**config.mk**
```make
export PLATFORM = sky130hd
export DESIGN_NAME = serial_line_input_buffer
export DESIGN_NICKNAME = d
export VERILOG_FILES = /design/src/rtl/slib_pkg.sv /design/src/rtl/serial_line_input_buffer.sv /design/src/rtl/slib_ram.sv /design/src/rtl/slib_wrap.sv /design/src/rtl/slib_regs.sv /design/src/rtl/slib_ctrl.sv
export SDC_FILE = /design/constraint.sdc
export NUM_CORES = 1
export LEC_CHECK = 0
export ABC_AREA = 1
export BUFFER_PORTS_ARGS = -buffer_cell sky130_fd_sc_hd__buf_2
export CORE_ASPECT_RATIO = 1.75
export CORE_UTILIZATION = 39
export DETAILED_ROUTE_END_ITERATION = 16
export PLACE_DENSITY = 0.63
export SETUP_SLACK_MARGIN = 0.1
export SLEW_MARGIN = 20
export SYNTH_ARGS = -nofsm -noshare
export SYNTH_HDL_FRONTEND = slang
export SYNTH_SLANG_ARGS = --single-unit
```
**constraint.sdc**
```tcl
create_clock -name clk_i -period 6.3 [get_ports clk_i]
set_clock_uncertainty 0.1 [all_clocks]
set_input_delay 1.26 -clock clk_i [delete_from_list [all_inputs] [get_ports clk_i]]
set_output_delay 1.26 -clock clk_i [all_outputs]
set_load 0.01 [all_outputs]
```
**src/rtl/slib_pkg.sv**
```systemverilog
// Shared constants, codes and types of the serial line input buffer.
// No dependencies; imported by every module of the block except the RAM.
package slib_pkg;

  // Line store geometry.
  localparam int BufDepth = 64;
  localparam int AddrW    = (BufDepth > 1) ? $clog2(BufDepth) : 1;
  localparam int CntW     = $clog2(BufDepth + 1);

  // Largest line read, terminator included.
  localparam int LineMax  = 64;
  localparam int TakeW    = $clog2(LineMax);

  localparam int DropW    = 16;
  localparam logic [DropW-1:0] DropMax = '1;

  // Operation codes of an input item.
  localparam logic [1:0] OpRx   = 2'd0;
  localparam logic [1:0] OpChar = 2'd1;
  localparam logic [1:0] OpLine = 2'd2;

  // Result kinds.
  localparam logic [2:0] KindEcho  = 3'd0;
  localparam logic [2:0] KindChar  = 3'd1;
  localparam logic [2:0] KindLine  = 3'd2;
  localparam logic [2:0] KindNone  = 3'd3;
  localparam logic [2:0] KindEmpty = 3'd4;

  // Special characters.
  localparam logic [7:0] ChCr  = 8'd13;
  localparam logic [7:0] ChLf  = 8'd10;
  localparam logic [7:0] ChBs  = 8'd8;
  localparam logic [7:0] ChDel = 8'd127;

  // Register indexes (word address bit 2).
  localparam logic RegEcho = 1'b0;
  localparam logic RegText = 1'b1;

  typedef struct packed {
    logic echo;
    logic text;
  } cfg_t;

endpackage

```
**src/rtl/serial_line_input_buffer.sv**
```systemverilog
// Top level of the serial line input buffer: configuration registers,
// sequencer, wrap adder and line store RAM. Depends on slib_pkg.
//
// Usage: an item (op_i, rx_byte_i, line_size_i) is taken at a rising edge
// where start is high and busy is low. Received bytes (op 0) are stored in a
// circular line store, optionally echoed; op 1 pops the oldest byte and op 2
// hands out a whole line. Results appear on the result ports for exactly one
// cycle each, marked by out_strobe_o, with last_o high on the final one of
// an item; the receiver cannot stall them. fill_count_o, overrun_count_o and
// line_ready_o show the buffer state after the item.
// Busy: busy is high in the decode state after the accepting edge, in an
// extra state for the line feed echo of a carriage return, and in the line
// read state while the bytes of a line read (up to 63) are fetched: the line
// store RAM has one read port and its read is registered, so a line read
// streams one byte a cycle. No new item is taken until busy falls again.
// Reset empties the buffer, clears the end-of-line flag, the overrun count
// and both configuration registers; no clearing pass is needed because only
// stored bytes are ever read. Configuration is written over the APB port
// (echo enable at address 0, text mode at address 4) by the user, only while
// the block is idle; the block itself does not enforce this.
module serial_line_input_buffer import slib_pkg::*; (
  input  logic             clk_i,
  input  logic             rst_ni,
  // APB configuration port
  input  logic             psel,
  input  logic             penable,
  input  logic             pwrite,
  input  logic [2:0]       paddr,
  input  logic [31:0]      pwdata,
  output logic [31:0]      prdata,
  output logic             pready,
  // Command channel
  input  logic             start,
  output logic             busy,
  input  logic [1:0]       op_i,
  input  logic [7:0]       rx_byte_i,
  input  logic [6:0]       line_size_i,
  // Result channel
  output logic             out_strobe_o,
  output logic [2:0]       kind_o,
  output logic [7:0]       data_o,
  output logic             last_o,
  output logic [6:0]       fill_count_o,
  output logic [DropW-1:0] overrun_count_o,
  output logic             line_ready_o
);

  cfg_t             cfg;
  logic             ram_we;
  logic [AddrW-1:0] ram_waddr;
  logic [7:0]       ram_wdata;
  logic             ram_re;
  logic [AddrW-1:0] ram_raddr;
  logic [7:0]       ram_rdata;
  logic [AddrW-1:0] wrap_base;
  logic [CntW-1:0]  wrap_offset;
  logic [AddrW-1:0] wrap_sum;

  slib_regs u_regs (
    .clk_i   (clk_i),
    .rst_ni  (rst_ni),
    .psel    (psel),
    .penable (penable),
    .pwrite  (pwrite),
    .paddr   (paddr),
    .pwdata  (pwdata),
    .prdata  (prdata),
    .pready  (pready),
    .cfg_o   (cfg)
  );

  // The one adder shared by every pointer update and store address.
  slib_wrap u_wrap (
    .base_i   (wrap_base),
    .offset_i (wrap_offset),
    .sum_o    (wrap_sum)
  );

  slib_ram #(
    .Width (8),
    .Depth (BufDepth),
    .AddrW (AddrW)
  ) u_store (
    .clk_i   (clk_i),
    .we_i    (ram_we),
    .waddr_i (ram_waddr),
    .wdata_i (ram_wdata),
    .re_i    (ram_re),
    .raddr_i (ram_raddr),
    .rdata_o (ram_rdata)
  );

  slib_ctrl u_ctrl (
    .clk_i           (clk_i),
    .rst_ni          (rst_ni),
    .cfg_i           (cfg),
    .start_i         (start),
    .busy_o          (busy),
    .op_i            (op_i),
    .rx_byte_i       (rx_byte_i),
    .line_size_i     (line_size_i),
    .ram_we_o        (ram_we),
    .ram_waddr_o     (ram_waddr),
    .ram_wdata_o     (ram_wdata),
    .ram_re_o        (ram_re),
    .ram_raddr_o     (ram_raddr),
    .ram_rdata_i     (ram_rdata),
    .wrap_base_o     (wrap_base),
    .wrap_offset_o   (wrap_offset),
    .wrap_sum_i      (wrap_sum),
    .strobe_o        (out_strobe_o),
    .kind_o          (kind_o),
    .data_o          (data_o),
    .last_o          (last_o),
    .fill_count_o    (fill_count_o),
    .overrun_count_o (overrun_count_o),
    .line_ready_o    (line_ready_o)
  );

endmodule

```
**src/rtl/slib_ram.sv**
```systemverilog
// Generic single-write, single-read RAM with a registered read port.
// No dependencies.
module slib_ram #(
  parameter int Width = 8,
  parameter int Depth = 64,
  parameter int AddrW = (Depth > 1) ? $clog2(Depth) : 1
) (
  input  logic             clk_i,
  input  logic             we_i,
  input  logic [AddrW-1:0] waddr_i,
  input  logic [Width-1:0] wdata_i,
  input  logic             re_i,
  input  logic [AddrW-1:0] raddr_i,
  output logic [Width-1:0] rdata_o
);

  logic [Width-1:0] mem_q [Depth];
  logic [Width-1:0] rdata_q;

  always_ff @(posedge clk_i) begin
    if (we_i) begin
      mem_q[waddr_i] <= wdata_i;
    end
    if (re_i) begin
      rdata_q <= mem_q[raddr_i];
    end
  end

  assign rdata_o = rdata_q;

endmodule

```
**src/rtl/slib_wrap.sv**
```systemverilog
// Circular address adder: base plus offset, wrapped at the line store depth.
// Depends on slib_pkg.
module slib_wrap import slib_pkg::*; (
  input  logic [AddrW-1:0] base_i,
  input  logic [CntW-1:0]  offset_i,
  output logic [AddrW-1:0] sum_o
);

  localparam int SumW = CntW + 1;

  logic [SumW-1:0] sum;
  logic [SumW-1:0] wrapped;

  // The offset never exceeds the depth, so one subtract is enough.
  assign sum     = SumW'(base_i) + SumW'(offset_i);
  assign wrapped = (sum >= SumW'(BufDepth)) ? (sum - SumW'(BufDepth)) : sum;
  assign sum_o   = AddrW'(wrapped);

endmodule

```
**src/rtl/slib_regs.sv**
```systemverilog
// APB-style configuration registers: echo enable and text mode.
// Depends on slib_pkg.
module slib_regs import slib_pkg::*; (
  input  logic        clk_i,
  input  logic        rst_ni,
  input  logic        psel,
  input  logic        penable,
  input  logic        pwrite,
  input  logic [2:0]  paddr,
  input  logic [31:0] pwdata,
  output logic [31:0] prdata,
  output logic        pready,
  output cfg_t        cfg_o
);

  cfg_t cfg_d, cfg_q;
  logic wr_en;

  assign pready = 1'b1;
  assign wr_en  = psel & penable & pwrite & pready;

  always_comb begin
    cfg_d = cfg_q;
    if (wr_en) begin
      unique case (paddr[2])
        RegEcho: cfg_d.echo = pwdata[0];
        RegText: cfg_d.text = pwdata[0];
        default: cfg_d = cfg_q;
      endcase
    end
  end

  always_comb begin
    unique case (paddr[2])
      RegEcho: prdata = {31'd0, cfg_q.echo};
      RegText: prdata = {31'd0, cfg_q.text};
      default: prdata = '0;
    endcase
  end

  always_ff @(posedge clk_i or negedge rst_ni) begin
    if (!rst_ni) begin
      cfg_q <= '0;
    end else begin
      cfg_q <= cfg_d;
    end
  end

  assign cfg_o = cfg_q;

endmodule

```
**src/rtl/slib_ctrl.sv**
```systemverilog
// Sequencer of the line buffer: holds the circular store pointers and flags,
// drives the line store RAM and the shared wrap adder. Depends on slib_pkg.
module slib_ctrl import slib_pkg::*; (
  input  logic             clk_i,
  input  logic             rst_ni,
  input  cfg_t             cfg_i,
  input  logic             start_i,
  output logic             busy_o,
  input  logic [1:0]       op_i,
  input  logic [7:0]       rx_byte_i,
  input  logic [6:0]       line_size_i,
  // RAM side
  output logic             ram_we_o,
  output logic [AddrW-1:0] ram_waddr_o,
  output logic [7:0]       ram_wdata_o,
  output logic             ram_re_o,
  output logic [AddrW-1:0] ram_raddr_o,
  input  logic [7:0]       ram_rdata_i,
  // Wrap adder side
  output logic [AddrW-1:0] wrap_base_o,
  output logic [CntW-1:0]  wrap_offset_o,
  input  logic [AddrW-1:0] wrap_sum_i,
  // Results
  output logic             strobe_o,
  output logic [2:0]       kind_o,
  output logic [7:0]       data_o,
  output logic             last_o,
  output logic [6:0]       fill_count_o,
  output logic [DropW-1:0] overrun_count_o,
  output logic             line_ready_o
);

  typedef enum logic [3:0] {
    S_IDLE    = 4'b0001,
    S_DECODE  = 4'b0010,
    S_ECHO_LF = 4'b0100,
    S_LREAD   = 4'b1000
  } state_e;

  state_e state_d, state_q;

  logic [AddrW-1:0] head_d, head_q;
  logic [CntW-1:0]  count_d, count_q;
  logic             eol_d, eol_q;
  logic [DropW-1:0] drop_d, drop_q;

  logic [AddrW-1:0] rd_ptr_d, rd_ptr_q;
  logic [TakeW-1:0] rem_d, rem_q;
  logic [1:0]       op_d, op_q;
  logic [7:0]       byte_d, byte_q;
  logic [6:0]       size_d, size_q;

  logic             emit_d, emit_q;
  logic [2:0]       kind_d, kind_q;
  logic [7:0]       data_d, data_q;
  logic             last_d, last_q;
  logic             from_ram_d, from_ram_q;

  logic             accept;
  logic [TakeW-1:0] size_m1;
  logic             line_ok;
  logic [TakeW-1:0] take;
  logic [7:0]       rx_stored;

  assign busy_o = (state_q != S_IDLE);
  assign accept = start_i & ~busy_o;

  // Clamped line capacity minus the terminator.
  always_comb begin
    if (size_q == 7'd0) begin
      size_m1 = '0;
    end else if (size_q > 7'(LineMax)) begin
      size_m1 = TakeW'(LineMax - 1);
    end else begin
      size_m1 = TakeW'(size_q - 7'd1);
    end
  end

  assign line_ok   = eol_q || (int'(count_q) >= int'(size_m1));
  assign take      = (int'(count_q) >= int'(size_m1)) ? size_m1 : TakeW'(count_q);
  assign rx_stored = (cfg_i.text && (byte_q == ChCr)) ? ChLf : byte_q;

  // Operand selection for the shared wrap adder.
  always_comb begin
    wrap_base_o   = head_q;
    wrap_offset_o = count_q;
    case (state_q)
      S_DECODE: begin
        case (op_q)
          OpChar:  wrap_offset_o = CntW'(1);
          OpLine:  wrap_offset_o = CntW'(take);
          default: wrap_offset_o = count_q;
        endcase
      end
      S_LREAD: begin
        wrap_base_o   = rd_ptr_q;
        wrap_offset_o = CntW'(1);
      end
      default: wrap_offset_o = count_q;
    endcase
  end

  always_comb begin
    state_d    = state_q;
    head_d     = head_q;
    count_d    = count_q;
    eol_d      = eol_q;
    drop_d     = drop_q;
    rd_ptr_d   = rd_ptr_q;
    rem_d      = rem_q;
    op_d       = op_q;
    byte_d     = byte_q;
    size_d     = size_q;
    emit_d     = 1'b0;
    kind_d     = kind_q;
    data_d     = data_q;
    last_d     = last_q;
    from_ram_d = 1'b0;
    ram_we_o   = 1'b0;
    ram_waddr_o = wrap_sum_i;
    ram_wdata_o = rx_stored;
    ram_re_o    = 1'b0;
    ram_raddr_o = head_q;

    unique case (state_q)
      S_IDLE: begin
        if (accept) begin
          op_d    = op_i;
          byte_d  = rx_byte_i;
          size_d  = line_size_i;
          state_d = S_DECODE;
        end
      end

      S_DECODE: begin
        state_d = S_IDLE;
        case (op_q)
          OpRx: begin
            if (count_q >= CntW'(BufDepth)) begin
              if (drop_q != DropMax) begin
                drop_d = drop_q + DropW'(1);
              end
            end else if (cfg_i.text) begin
              if ((byte_q == ChLf) || (byte_q == ChCr)) begin
                eol_d = 1'b1;
              end
              if ((rx_stored == ChDel) || (rx_stored == ChBs)) begin
                if (count_q != '0) begin
                  count_d = count_q - CntW'(1);
                end
              end else begin
                ram_we_o = 1'b1;
                count_d  = count_q + CntW'(1);
              end
            end else begin
              ram_we_o = 1'b1;
              count_d  = count_q + CntW'(1);
            end
            if (cfg_i.echo) begin
              emit_d = 1'b1;
              kind_d = KindEcho;
              data_d = byte_q;
              last_d = (byte_q != ChCr);
              if (byte_q == ChCr) begin
                state_d = S_ECHO_LF;
              end
            end
          end

          OpChar: begin
            emit_d = 1'b1;
            last_d = 1'b1;
            if (count_q == '0) begin
              kind_d = KindNone;
              data_d = '0;
            end else begin
              ram_re_o   = 1'b1;
              head_d     = wrap_sum_i;
              count_d    = count_q - CntW'(1);
              kind_d     = KindChar;
              from_ram_d = 1'b1;
            end
          end

          OpLine: begin
            if (!line_ok) begin
              emit_d = 1'b1;
              kind_d = KindNone;
              data_d = '0;
              last_d = 1'b1;
            end else begin
              head_d  = wrap_sum_i;
              count_d = count_q - CntW'(take);
              drop_d  = '0;
              eol_d   = 1'b0;
              if (take == '0) begin
                emit_d = 1'b1;
                kind_d = KindEmpty;
                data_d = '0;
                last_d = 1'b1;
              end else begin
                rd_ptr_d = head_q;
                rem_d    = take;
                state_d  = S_LREAD;
              end
            end
          end

          default: state_d = S_IDLE;
        endcase
      end

      S_ECHO_LF: begin
        emit_d  = 1'b1;
        kind_d  = KindEcho;
        data_d  = ChLf;
        last_d  = 1'b1;
        state_d = S_IDLE;
      end

      S_LREAD: begin
        // One stored byte is fetched per cycle; it leaves on the next.
        ram_re_o    = 1'b1;
        ram_raddr_o = rd_ptr_q;
        rd_ptr_d    = wrap_sum_i;
        rem_d       = rem_q - TakeW'(1);
        emit_d      = 1'b1;
        kind_d      = KindLine;
        from_ram_d  = 1'b1;
        last_d      = (rem_q == TakeW'(1));
        if (rem_q == TakeW'(1)) begin
          state_d = S_IDLE;
        end
      end

      default: state_d = S_IDLE;
    endcase
  end

  always_ff @(posedge clk_i or negedge rst_ni) begin
    if (!rst_ni) begin
      state_q    <= S_IDLE;
      head_q     <= '0;
      count_q    <= '0;
      eol_q      <= 1'b0;
      drop_q     <= '0;
      emit_q     <= 1'b0;
      from_ram_q <= 1'b0;
    end else begin
      state_q    <= state_d;
      head_q     <= head_d;
      count_q    <= count_d;
      eol_q      <= eol_d;
      drop_q     <= drop_d;
      emit_q     <= emit_d;
      from_ram_q <= from_ram_d;
    end
  end

  always_ff @(posedge clk_i) begin
    rd_ptr_q <= rd_ptr_d;
    rem_q    <= rem_d;
    op_q     <= op_d;
    byte_q   <= byte_d;
    size_q   <= size_d;
    kind_q   <= kind_d;
    data_q   <= data_d;
    last_q   <= last_d;
  end

  assign strobe_o        = emit_q;
  assign kind_o          = kind_q;
  assign data_o          = from_ram_q ? ram_rdata_i : data_q;
  assign last_o          = last_q;
  assign fill_count_o    = 7'(count_q);
  assign overrun_count_o = drop_q;
  assign line_ready_o    = eol_q;

`ifndef SYNTHESIS
  a_count_bound: assert property (@(posedge clk_i) disable iff (!rst_ni)
    count_q <= CntW'(BufDepth))
    else $error("fill count exceeds the store depth");

  a_accept_decode: assert property (@(posedge clk_i) disable iff (!rst_ni)
    accept |=> (state_q == S_DECODE))
    else $error("accepted item did not enter decode");

  a_lread_rem: assert property (@(posedge clk_i) disable iff (!rst_ni)
    (state_q == S_LREAD) |-> (rem_q != '0))
    else $error("line read running with no bytes left");

  a_ram_emit: assert property (@(posedge clk_i) disable iff (!rst_ni)
    ram_re_o |=> (emit_q && from_ram_q))
    else $error("fetched byte was not delivered");
`endif

endmodule
```
Yosys cells after proc, flatten, opt, wreduce, memory -nomap -nowiden
Memory sizes are Yosys's and may differ from the RTL's. A register that Yosys moved wholly into a read port is not among the register bits.
Cells that the tools add are included.
- bits of input ports: 58
- memories: 1
- output and inout port bits: 71
- bits in writable memories: 512
- register bits: 79
- memories (name ; words ; bits a word ; read ports ; clocked after Yosys merged registers in ; wr ports ; line ; text):
    u_store.mem_q ; 64 ; 8 ; 1 ; 1 ; 1 ; slib_ram.sv:17 ; logic [Width-1:0] mem_q [Depth];
- reductions and logical operators: 27
- mux-type cells: 77
- order comparisons: 4
- add/sub/neg operators: 8
- bitwise gates (word level): 5
- eq/ne operators: 31
- operators by type and width (kind ; number):
    6-bit two-way mux ; 13
    32-bit one-hot mux with 2 select lines ; 1
    16-bit two-way mux ; 3
    8-bit two-way mux ; 6
    7-bit two-way mux ; 6
    6-bit one-hot mux with 2 select lines ; 3
    16-bit one-hot mux with 2 select lines ; 1
    7-bit one-hot mux with 2 select lines ; 2
    8-bit by 4-bit equality test with 1-bit output, second input constant ; 3
    8-bit one-hot mux with 3 select lines ; 1
    7-bit one-hot mux with 3 select lines ; 1
    4-bit two-way mux ; 5
    1-bit two-way mux ; 19
    3-bit one-hot mux with 3 select lines ; 2
    6-bit by 1-bit subtractor with 6-bit output, second input constant ; 3
    16-bit by 1-bit adder with 16-bit output, second input constant ; 1
    16-bit != test, second input constant ; 1
    2-bit by 1-bit != test with 1-bit output, second input constant ; 8
    8-bit one-hot mux with 2 select lines ; 1
    7-bit zero test ; 2
    3-bit two-way mux ; 4
    4-bit one-hot mux with 3 select lines ; 1
    4-bit AND reduction ; 3
    6-bit AND reduction ; 2
    other kinds (39) ; 60

Logic depth before layout (Yosys ltp)
Gate-level depths: netlist (run 1).
- depth in word-level cells: 12
- depth in mapped cells: 33

Cells and area by module
From an unflattened synthesis (run 1), not the netlist that was laid out.
- cells, all modules: 2548
- area, all modules: 27078.5 µm²
- modules (own cells, without submodules) (module ; cells an instance ; sequential area each (µm²) ; instances ; area each (µm²)):
    slib_ram ; 1822 ; 15615.0 ; 1 ; 21371.7
    slib_ctrl ; 644 ; 2133.3 ; 1 ; 5144.9
    slib_regs ; 51 ; 50.0 ; 1 ; 364.1
    slib_wrap ; 31 ; 0.0 ; 1 ; 197.7

Least setup slack after synthesis (run 1)
No wires, ideal clock.
- path type: reg2reg
- from: reg u_ctrl.size_q[0]
- to: mem u_store.mem_q[0][0], enable pin
- setup slack: 1.373 ns
- cell stages (with the launch flop): 25
- buffers on the path: 1
- library setup time: 0.371 ns
- arrival time: 4.456 ns
- path through: edfxtp_1 > inv_1 > ha_1 > inv_1 > nor2_1 > nand3_1 > nand2_1 > a21boi_0 > ha_1 > nand2_1 > nand2_1 > a21oi_2 > nand3_2 > buf_6 > o21ai_0 > o21ai_0 > o21ai_0 > a22oi_1 > ha_1 > fa_1 > a21oi_1 > o21ai_0 > xnor2_1 > nand4_1 > nor2_1
- cells in the longest elaborated chain, start to end: 10
- elaborated cells between the ends (all ways): 13
- those cells by class: add/sub: 3; order compare: 3; mux: 6; reduce/logical: 1
- ends and longest elaborated chain (what ; line ; text):
    start: declaration ; slib_ctrl.sv:51 ; logic [6:0] size_d, size_q;
    start signal: assignment ; slib_ctrl.sv:265 ; size_q <= size_d;
    6-bit by 1-bit subtractor with 6-bit output or 7-bit greater-than comparator (tied branches) ; slib_ctrl.sv:75, slib_ctrl.sv:72 ;
    6-bit two-way mux ; slib_ctrl.sv:72 ; end else if (size_q > 7'(LineMax)) begin
    6-bit two-way mux (*) ; slib_ctrl.sv:70 ; if (size_q == 7'd0) begin
    7-bit by 6-bit greater-or-equal comparator with 1-bit output ; slib_ctrl.sv:80 ; assign take = (int'(count_q) >= int'(size_m1)) ? size_m1 : TakeW'(count_q);
    6-bit two-way mux (*) ; slib_ctrl.sv:80 ;
    7-bit one-hot mux with 2 select lines (*) ; slib_ctrl.sv:89 ; case (op_q)
    7-bit one-hot mux with 2 select lines (*) ; slib_ctrl.sv:87 ; case (state_q)
    6-bit by 7-bit adder with 8-bit output (*) ; slib_wrap.sv:15 ; assign sum = SumW'(base_i) + SumW'(offset_i);
    8-bit by 7-bit greater-or-equal comparator with 1-bit output or 6-bit by 1-bit subtractor with 6-bit output (tied branches) ; slib_wrap.sv:16 ; assign wrapped = (sum >= SumW'(BufDepth)) ? (sum - SumW'(BufDepth)) : sum;
    6-bit two-way mux (*) ; slib_wrap.sv:16 ;
    end: declaration ; slib_ram.sv:17 ;
Mark *: on every way between the ends. The rest lies on a longest branch, timed or not.

Worst setup path after layout (run 1)
- from: reg u_ctrl.size_q[0]
- to: mem u_store.mem_q[59][5], enable pin
Same word-level chain as after synthesis.

==> results of run 1 <==
-- through the flow --
stage	area (µm²)	setup slack (ps)	power, mW	utilization [%]	std cells
after floorplan	27600	1370	7.99	-	2622
after global placement	28900	499	9.40	41.5	3540
after detailed placement	28900	552	9.46	41.5	3540
after CTS	30500	513	12.6	43.8	3634
after global routing	30500	135	13.2	43.8	3634
final	30500	513	12.6	43.8	3634
-- where the power goes --
group          leakage [nW]  internal [mW]  switching [mW]  total (mW)
Clock                 0.810           1.69            1.44        3.13
Combinational          5.65           1.28            3.38        4.66
Sequential             5.55           4.65           0.114        4.77
-- sequential cells by signal, indices dropped and copies added (netlist names), 3 cells and up --
name,cells
u_store.mem_q,512
u_ctrl.overrun_count_o,16
u_ctrl.byte_q,8
u_ctrl.data_q,8
u_store.rdata_o,8
u_ctrl.fill_count_o,7
u_ctrl.size_q,7
u_ctrl.head_q,6
u_ctrl.rd_ptr_q,6
u_ctrl.rem_q,6
u_ctrl.state_q,4
u_ctrl.kind_o,3
-- cell families (layout without fill, tap and decap cells) --
group,Yosys count,after routing,share of synthesized area [%]
buffers and inverters,504,606,8.20
XOR/XNOR,22,22,0.702
flip-flops,599,599,64.8
AO/OA/AOI/OAI,269,269,6.41
multiplexers,9,9,0.365
adder cells (fa/ha/maj),32,32,1.51
other,2,32,0.0273
AND/OR/NAND/NOR,1155,1155,18.0
-- how the worst min path moves through the flow --
stage | slack (ps) | to | depth (start not counted) | from
detailed placement | 380 | u_ctrl.head_q[4] | 2 | u_ctrl.head_q[4]
CTS | 390 | u_ctrl.head_q[4] | 2 | u_ctrl.head_q[4]
global placement | 370 | u_ctrl.head_q[0] | 2 | u_ctrl.head_q[0]
floorplan | 350 | u_ctrl.head_q[0] | 2 | u_ctrl.head_q[0]
global route | 420 | u_ctrl.head_q[4] | 2 | u_ctrl.head_q[4]
finish | 390 | u_ctrl.head_q[4] | 2 | u_ctrl.head_q[4]
-- critical path: cells and delay by family (launching register included) --
family          cells  cell delay [ps]
compound gates      6             1170
fa+ha+maj           4             1210
flops               1              390
xor+xnor            1              660
buf+inv             3              410
simple gates        8             1530
-- routing by layer --
metal / wire [µm] / global-route usage, % / up-vias
met5: 0 / 0 / -
met4: 4340 / 11.7 / 0
met3: 3160 / 1.91 / 175
met2: 37200 / 37.0 / 612
met1: 24500 / 19.9 / 8946
li1: - / - / 8938
-- final cells by class --
cell class                 instances  area, µm²
clock buffer                      57       1320
clock inverter                    37        319
fill                            6410      39100
inverter                         344       1290
multi-input combinational       1519       7540
sequential                       599      17800
tap                              910       1140
timing repair buffer             168       1120
-- synth_stat cells, types with 2 or more instances --
master                     instances
sky130_fd_sc_hd__nand2_1         636
sky130_fd_sc_hd__edfxtp_1        561
sky130_fd_sc_hd__nand3_1         342
sky130_fd_sc_hd__inv_1           339
sky130_fd_sc_hd__o211ai_1        128
sky130_fd_sc_hd__nor2_1          116
sky130_fd_sc_hd__o21ai_0          87
sky130_fd_sc_hd__buf_2            62
sky130_fd_sc_hd__buf_4            47
sky130_fd_sc_hd__dfrtp_1          37
sky130_fd_sc_hd__clkbuf_1         31
sky130_fd_sc_hd__ha_1             30
sky130_fd_sc_hd__a21oi_1          23
sky130_fd_sc_hd__nand4_1          16
sky130_fd_sc_hd__nor3_1           15
sky130_fd_sc_hd__xor2_1           15
sky130_fd_sc_hd__buf_6            14
sky130_fd_sc_hd__mux2_2            8
sky130_fd_sc_hd__xnor2_1           7
sky130_fd_sc_hd__a31oi_1           6
sky130_fd_sc_hd__buf_1             6
sky130_fd_sc_hd__nand3_2           6
sky130_fd_sc_hd__nor2_2            6
sky130_fd_sc_hd__nor4_1            6
sky130_fd_sc_hd__o31ai_1           6
sky130_fd_sc_hd__inv_2             5
sky130_fd_sc_hd__o22ai_1           4
sky130_fd_sc_hd__nand2_2           3
sky130_fd_sc_hd__o21ai_4           3
sky130_fd_sc_hd__a211oi_1          2
sky130_fd_sc_hd__a22oi_1           2
sky130_fd_sc_hd__and2_1            2
sky130_fd_sc_hd__conb_1            2
sky130_fd_sc_hd__fa_1              2
sky130_fd_sc_hd__nand3b_1          2
sky130_fd_sc_hd__o21ai_1           2
sky130_fd_sc_hd__o221ai_1          2
-- repair_timing --
action	CTS	global route
buffers inserted	0	0
endpoints found under the setup margin	0	8
hold buffers	0	0
resized for setup	0	1
==> implementation parameters, run 1 <==
Parameter                              Value

Drt
  Routed wire length    ~69 mm
  Overall via count from detail_route    approximately 19000
  Final routed wire length divided by cell count    roughly 19 µm
  Number of vias per cell    5.14
  Drt drc    0
  Number of antenna-violating nets in the routed design    0
  Number of detailed-routing iterations run before antenna repair    6
  Number of design-rule violations left by the first detailed-router iteration    around 1600

Synth
  Leading post-synthesis cells by cell area    sky130_fd_sc_hd__edfxtp_1, sky130_fd_sc_hd__nand2_1, sky130_fd_sc_hd__nand3_1
  Share of synthesized area occupied by flip-flops and latches    approximately two thirds
  Async set or reset register ratio after synthesis    under 10%
  Post-synthesis cell area    about 0.027 mm²
  Flip-flop and latch count after synthesis    599
  Distinct cell type count after synthesis    48
  Total of warnings raised by yosys    0
  Avg Synthesized Cell Area    around 11 µm²
  Share of the synthesized area in the top cell type    61.3%
  Library cell with the largest summed area after synthesis    sky130_fd_sc_hd__edfxtp_1
  Primary flip-flop cell chosen by synthesis mapping    sky130_fd_sc_hd__edfxtp_1
  Gate count of the mapped netlist    about 2600
  EDFF count, synth    around 560

Placed design
  RePlAce Congestion    a little over 0.9
  Detail Placement HPWL    around 44 mm
  IO Port Bufs    between 60 and 70

Worst setup path
  Crit Reg-Reg Startpoint    u_ctrl.size_q[0]
  Critical path's largest stage delay    660 ps
  Worst Setup Start Kind    flop
  Arrival @ worst endpoint    5980 ps
  Top fanout value on the critical path    12
  Type of the worst setup path    flop to flop
  R2r setup slk    around 500 ps
  First element of the critical path    u_ctrl.size_q[0]
  Worst endpoint required time    between 6000 and 7000 ps
  List of cells traversed by the critical path    inv_1 > ha_1 > inv_1 > nor2_1 > nand3_1 > nand2_1 > a21boi_0 > ha_1 > nand2_1 > nand2_1 > a21oi_2 > nand3_2 > o21ai_0 > o21ai_0 > o21ai_0 > a22oi_1 > ha_1 > fa_1 > xnor2_1 > nand3_2 > nor2_1 > buf_4
  Depth of the most critical reg-to-reg path    22
  CP Capture Type    flop
  Master of the slowest instance on the critical path    sky130_fd_sc_hd__xnor2_1
  Endpoint of the most critical register-to-register path    u_store.mem_q[59][5]
  End of the critical path    u_store.mem_q[59][5]

Timing
  Highest Clock Rate    approximately 170 MHz
  Clock period minus worst slack    about 5800 ps
  Transition at the pin with the smallest max-transition slack    1130 ps
  Number of max-slew violations in the final report    0
  Final setup vio count    0
  Tightest slew margin relative to the limit    24.8%
  RSZ-0062 raised after global routing    no
  Final clock period utilization by the worst path    between 90% and 100%
  Final setup TNS    0 ps
  Final hold slack    390 ps
  Final Hold Viols    0

Clock tree
  CTS tree    done
  Clock insertion delay at the later pin of the skew report    approximately 600 ps
  CTS Buf Count    51
  CTS H-tree lvls    2
  Clock Path Buffers    3
  Number of clock sinks    approximately 600
  Clock transition at path regs    70 ps
  Master cell of the clock root buffer    sky130_fd_sc_hd__clkbuf_16

Layout
  Net total in the final layout    between 2000 and 3000
  Commonest cells after routing, fill and taps aside    sky130_fd_sc_hd__nand2_1, sky130_fd_sc_hd__edfxtp_1, sky130_fd_sc_hd__nand3_1, sky130_fd_sc_hd__inv_1, sky130_fd_sc_hd__o211ai_1
  Most common cell after layout, fill and taps aside    sky130_fd_sc_hd__nand2_1
  Fraction of final layout cells with drive strength greater than 1    a little over a tenth
  Number of diodes    0
  Area growth, synth to finish    11.2%

Min path
  Hold Path Class    flop to flop

Floorplanning
  DIE AREA    0.0715 mm²
  Starting density of the core    39.4%
  Row Count    128
  Y dimension of the die    ~350 µm
  I/O Pins    around 130
  Placeable core region    between 0.06 and 0.07 mm²
  Die boundary width    about 200 µm

Power and ir drop
  Highest ir drop seen on vdd    approximately 0.35 mV
  Leak pwr    12.0 nW
  Pwr/cell area    about 400 mW/mm²

Global routing
  Antenna violations before repair    0
  Overall track demand over capacity in global routing    a little under 20%
  Wire length of the first global-routing pass    about 110 mm
  Remaining global-route overflow    0
  Via count of the first global-routing pass    18900
  Largest net degree at the start of global routing    241

Status
  Outcome    finished, final reports clean

Run
  Number of max-capacitance violations reported    0
Power figures use the tool's default switching activity.
==> run 2, diff against run 1 <==
--- a/config.mk
+++ b/config.mk
@@ -10,9 +10,11 @@
 export CORE_ASPECT_RATIO = 1.75
 export CORE_UTILIZATION = 39
 export DETAILED_ROUTE_END_ITERATION = 16
+export GPL_ROUTABILITY_DRIVEN = 0
 export PLACE_DENSITY = 0.63
 export SETUP_SLACK_MARGIN = 0.1
 export SLEW_MARGIN = 20
 export SYNTH_ARGS = -nofsm -noshare
 export SYNTH_HDL_FRONTEND = slang
+export SYNTH_HIERARCHICAL = 1
 export SYNTH_SLANG_ARGS = --single-unit
==> implementation parameters, run 2 <==
Parameter                              Value

Min path
  Startpoint of the tightest hold check path    u_ctrl/head_q[3]
  Hold depth    2
  Hold Path Sink    u_ctrl/head_q[3]
  Hold Path Class    flop to flop

Drt
  Routed wire length    approximately 67 mm
  Number of antenna-violating nets in the routed design    0
  Number of vias per cell    5.26
  Number of detailed-routing iterations run before antenna repair    5
  Final routed wire length divided by cell count    around 19 µm
  Overall via count from detail_route    18500
  Number of design-rule violations left by the first detailed-router iteration    1538
  Drt drc    0

Clock tree
  Number of clock sinks    around 600
  Number of buffers inserted by hold repair at cts    0
  Clock Path Buffers    3
  Cells resized by post-CTS repair    0
  CTS Buf Count    49
  Clock insertion delay at the later pin of the skew report    approximately 600 ps
  Clock transition at path regs    about 70 ps
  Master cell of the clock root buffer    sky130_fd_sc_hd__clkbuf_16
  CTS tree    done
  CTS H-tree lvls    2
  Post-CTS Repair Setup Buffers    0

Layout
  Net total in the final layout    around 2700
  Commonest cells after routing, fill and taps aside    sky130_fd_sc_hd__nand2_1, sky130_fd_sc_hd__edfxtp_1, sky130_fd_sc_hd__nand3_1, sky130_fd_sc_hd__nor2_1, sky130_fd_sc_hd__inv_1
  Fraction of final layout cells with drive strength greater than 1    9.74%
  Number of flip-flops under the largest register name    slightly above 500
  Area growth, synth to finish    9.73%
  Most common cell after layout, fill and taps aside    sky130_fd_sc_hd__nand2_1
  Number of diodes    0
  Register ranked first by flip-flop count    u_store/mem_q

Worst setup path
  CP Capture Type    flop
  Depth of the most critical reg-to-reg path    27
  Total buffers and inverters traversed by the critical path    5
  Library cell appearing most often on the critical path    sky130_fd_sc_hd__nand2_1
  Arrival @ worst endpoint    5910 ps
  Top fanout value on the critical path    9
  Worst Setup Start Kind    flop
  Master of the slowest instance on the critical path    sky130_fd_sc_hd__nor2_1
  Critical path's largest stage delay    between 700 and 800 ps
  R2r setup slk    a little over 500 ps
  Family with the most delay on the worst path    simple AND/OR/NAND/NOR gates
  Worst endpoint required time    6420 ps
  Crit Reg-Reg Startpoint    u_ctrl/size_q[0]
  Endpoint of the most critical register-to-register path    u_store/mem_q[30][4]
  Type of the worst setup path    flop to flop

Timing
  Final setup TNS    0 ps
  Final setup vio count    0
  Number of max-slew violations in the final report    0
  Final Hold Viols    0
  Final clock period utilization by the worst path    91.8%
  Transition at the pin with the smallest max-transition slack    roughly 1100 ps
  RSZ-0062 raised after global routing    no
  Clock period minus worst slack    ~5800 ps
  Tightest slew margin relative to the limit    between 20 and 30%
  Highest Clock Rate    between 150 and 200 MHz

Global routing
  Antenna violations before repair    0
  Wire length of the first global-routing pass    103 mm
  Largest net degree at the start of global routing    192
  Remaining global-route overflow    0
  Overall track demand over capacity in global routing    about a fifth
  Via count of the first global-routing pass    17800

Run
  Number of max-capacitance violations reported    0

Synth
  Post-synthesis cell area    0.0271 mm²
  Gate count of the mapped netlist    about 2500
  Total of warnings raised by yosys    6
  Avg Synthesized Cell Area    around 11 µm²

Status
  Outcome    finished, final reports clean

Floorplanning
  Die boundary width    around 200 µm
  Starting density of the core    approximately two fifths
  Y dimension of the die    roughly 350 µm
  Placeable core region    roughly 0.07 mm²
  Row Count    approximately 130
  I/O Pins    129
  DIE AREA    0.0705 mm²

Power and ir drop
  Sum of internal, switching and leakage power    about 12 mW
  Pwr/cell area    ~420 mW/mm²
  Leak pwr    between 10 and 15 nW
  Highest ir drop seen on vdd    about 0.40 mV

Placed design
  IO Port Bufs    between 60 and 70
  Detail Placement HPWL    42.0 mm
## run 2: power breakdown
part	switching [mW]	internal, mW
combinational	3.23	1.18
clock	1.44	1.82
sequential	0.125	4.64
## run 2: metal layers
layer  GRT usage [%]  share of wire (%)  vias to the layer above
met5               0                  0                        -
met4            11.3                5.9                        0
met3            1.86                5.4                      179
met2            34.2                 52                      719
met1            21.4                 37                     8872
li1                -                  -                     8731
## run 2: worst register-to-register path, delay by kind of cell, from the launching register on
kind	cells	cell delay (ps)
flip-flops	1	360
buffers and inverters	5	460
adder cells (fa/ha/maj)	4	1130
XOR/XNOR	1	460
AO/OA/AOI/OAI	3	480
AND/OR/NAND/NOR	14	2400
## run 2: worst max path at each step
| stage | start | end | slack [ps] | depth (start not counted) |
|---|---|---|---|---|
| 6_report | u_ctrl/size_q[0] | u_store/mem_q[30][4] | 520 | 27 |
| 3_3_place_gp | u_ctrl/size_q[0] | u_store/mem_q[30][5] | 880 | 27 |
| 5_1_grt | u_ctrl/size_q[0] | u_store/mem_q[30][4] | 120 | 27 |
| 3_5_place_dp | u_ctrl/size_q[0] | u_store/mem_q[30][6] | 700 | 27 |
| 2_1_floorplan | u_ctrl/size_q[0] | u_store/mem_q[48][0] | 1660 | 30 |
| 4_1_cts | u_ctrl/size_q[0] | u_store/mem_q[30][0] | 680 | 27 |
## run 2: cell type report
| type | instances | area (µm²) |
|---|---|---|
| Clock buffer | 56 | 1280 |
| Clock inverter | 36 | 444 |
| Fill cell | 6425 | 38900 |
| Inverter | 117 | 447 |
| Multi-Input combinational cell | 1687 | 7830 |
| Sequential cell | 599 | 17800 |
| Tap cell | 903 | 1130 |
| Timing Repair Buffer | 122 | 778 |
## run 2: through the flow
stage | hold slack, ps | setup WS, ps | instance area [µm²] | utilization, % | instances
after CTS | 392 | 678 | 29700 | 43.3 | 3519
after floorplan | 353 | 1660 | 27200 | - | 2577
final | 389 | 516 | 29700 | 43.3 | 3520
after detailed placement | 375 | 704 | 28000 | 40.7 | 3427
after global placement | 369 | 882 | 28000 | 40.7 | 3427
after global routing | 424 | 118 | 29700 | 43.3 | 3520
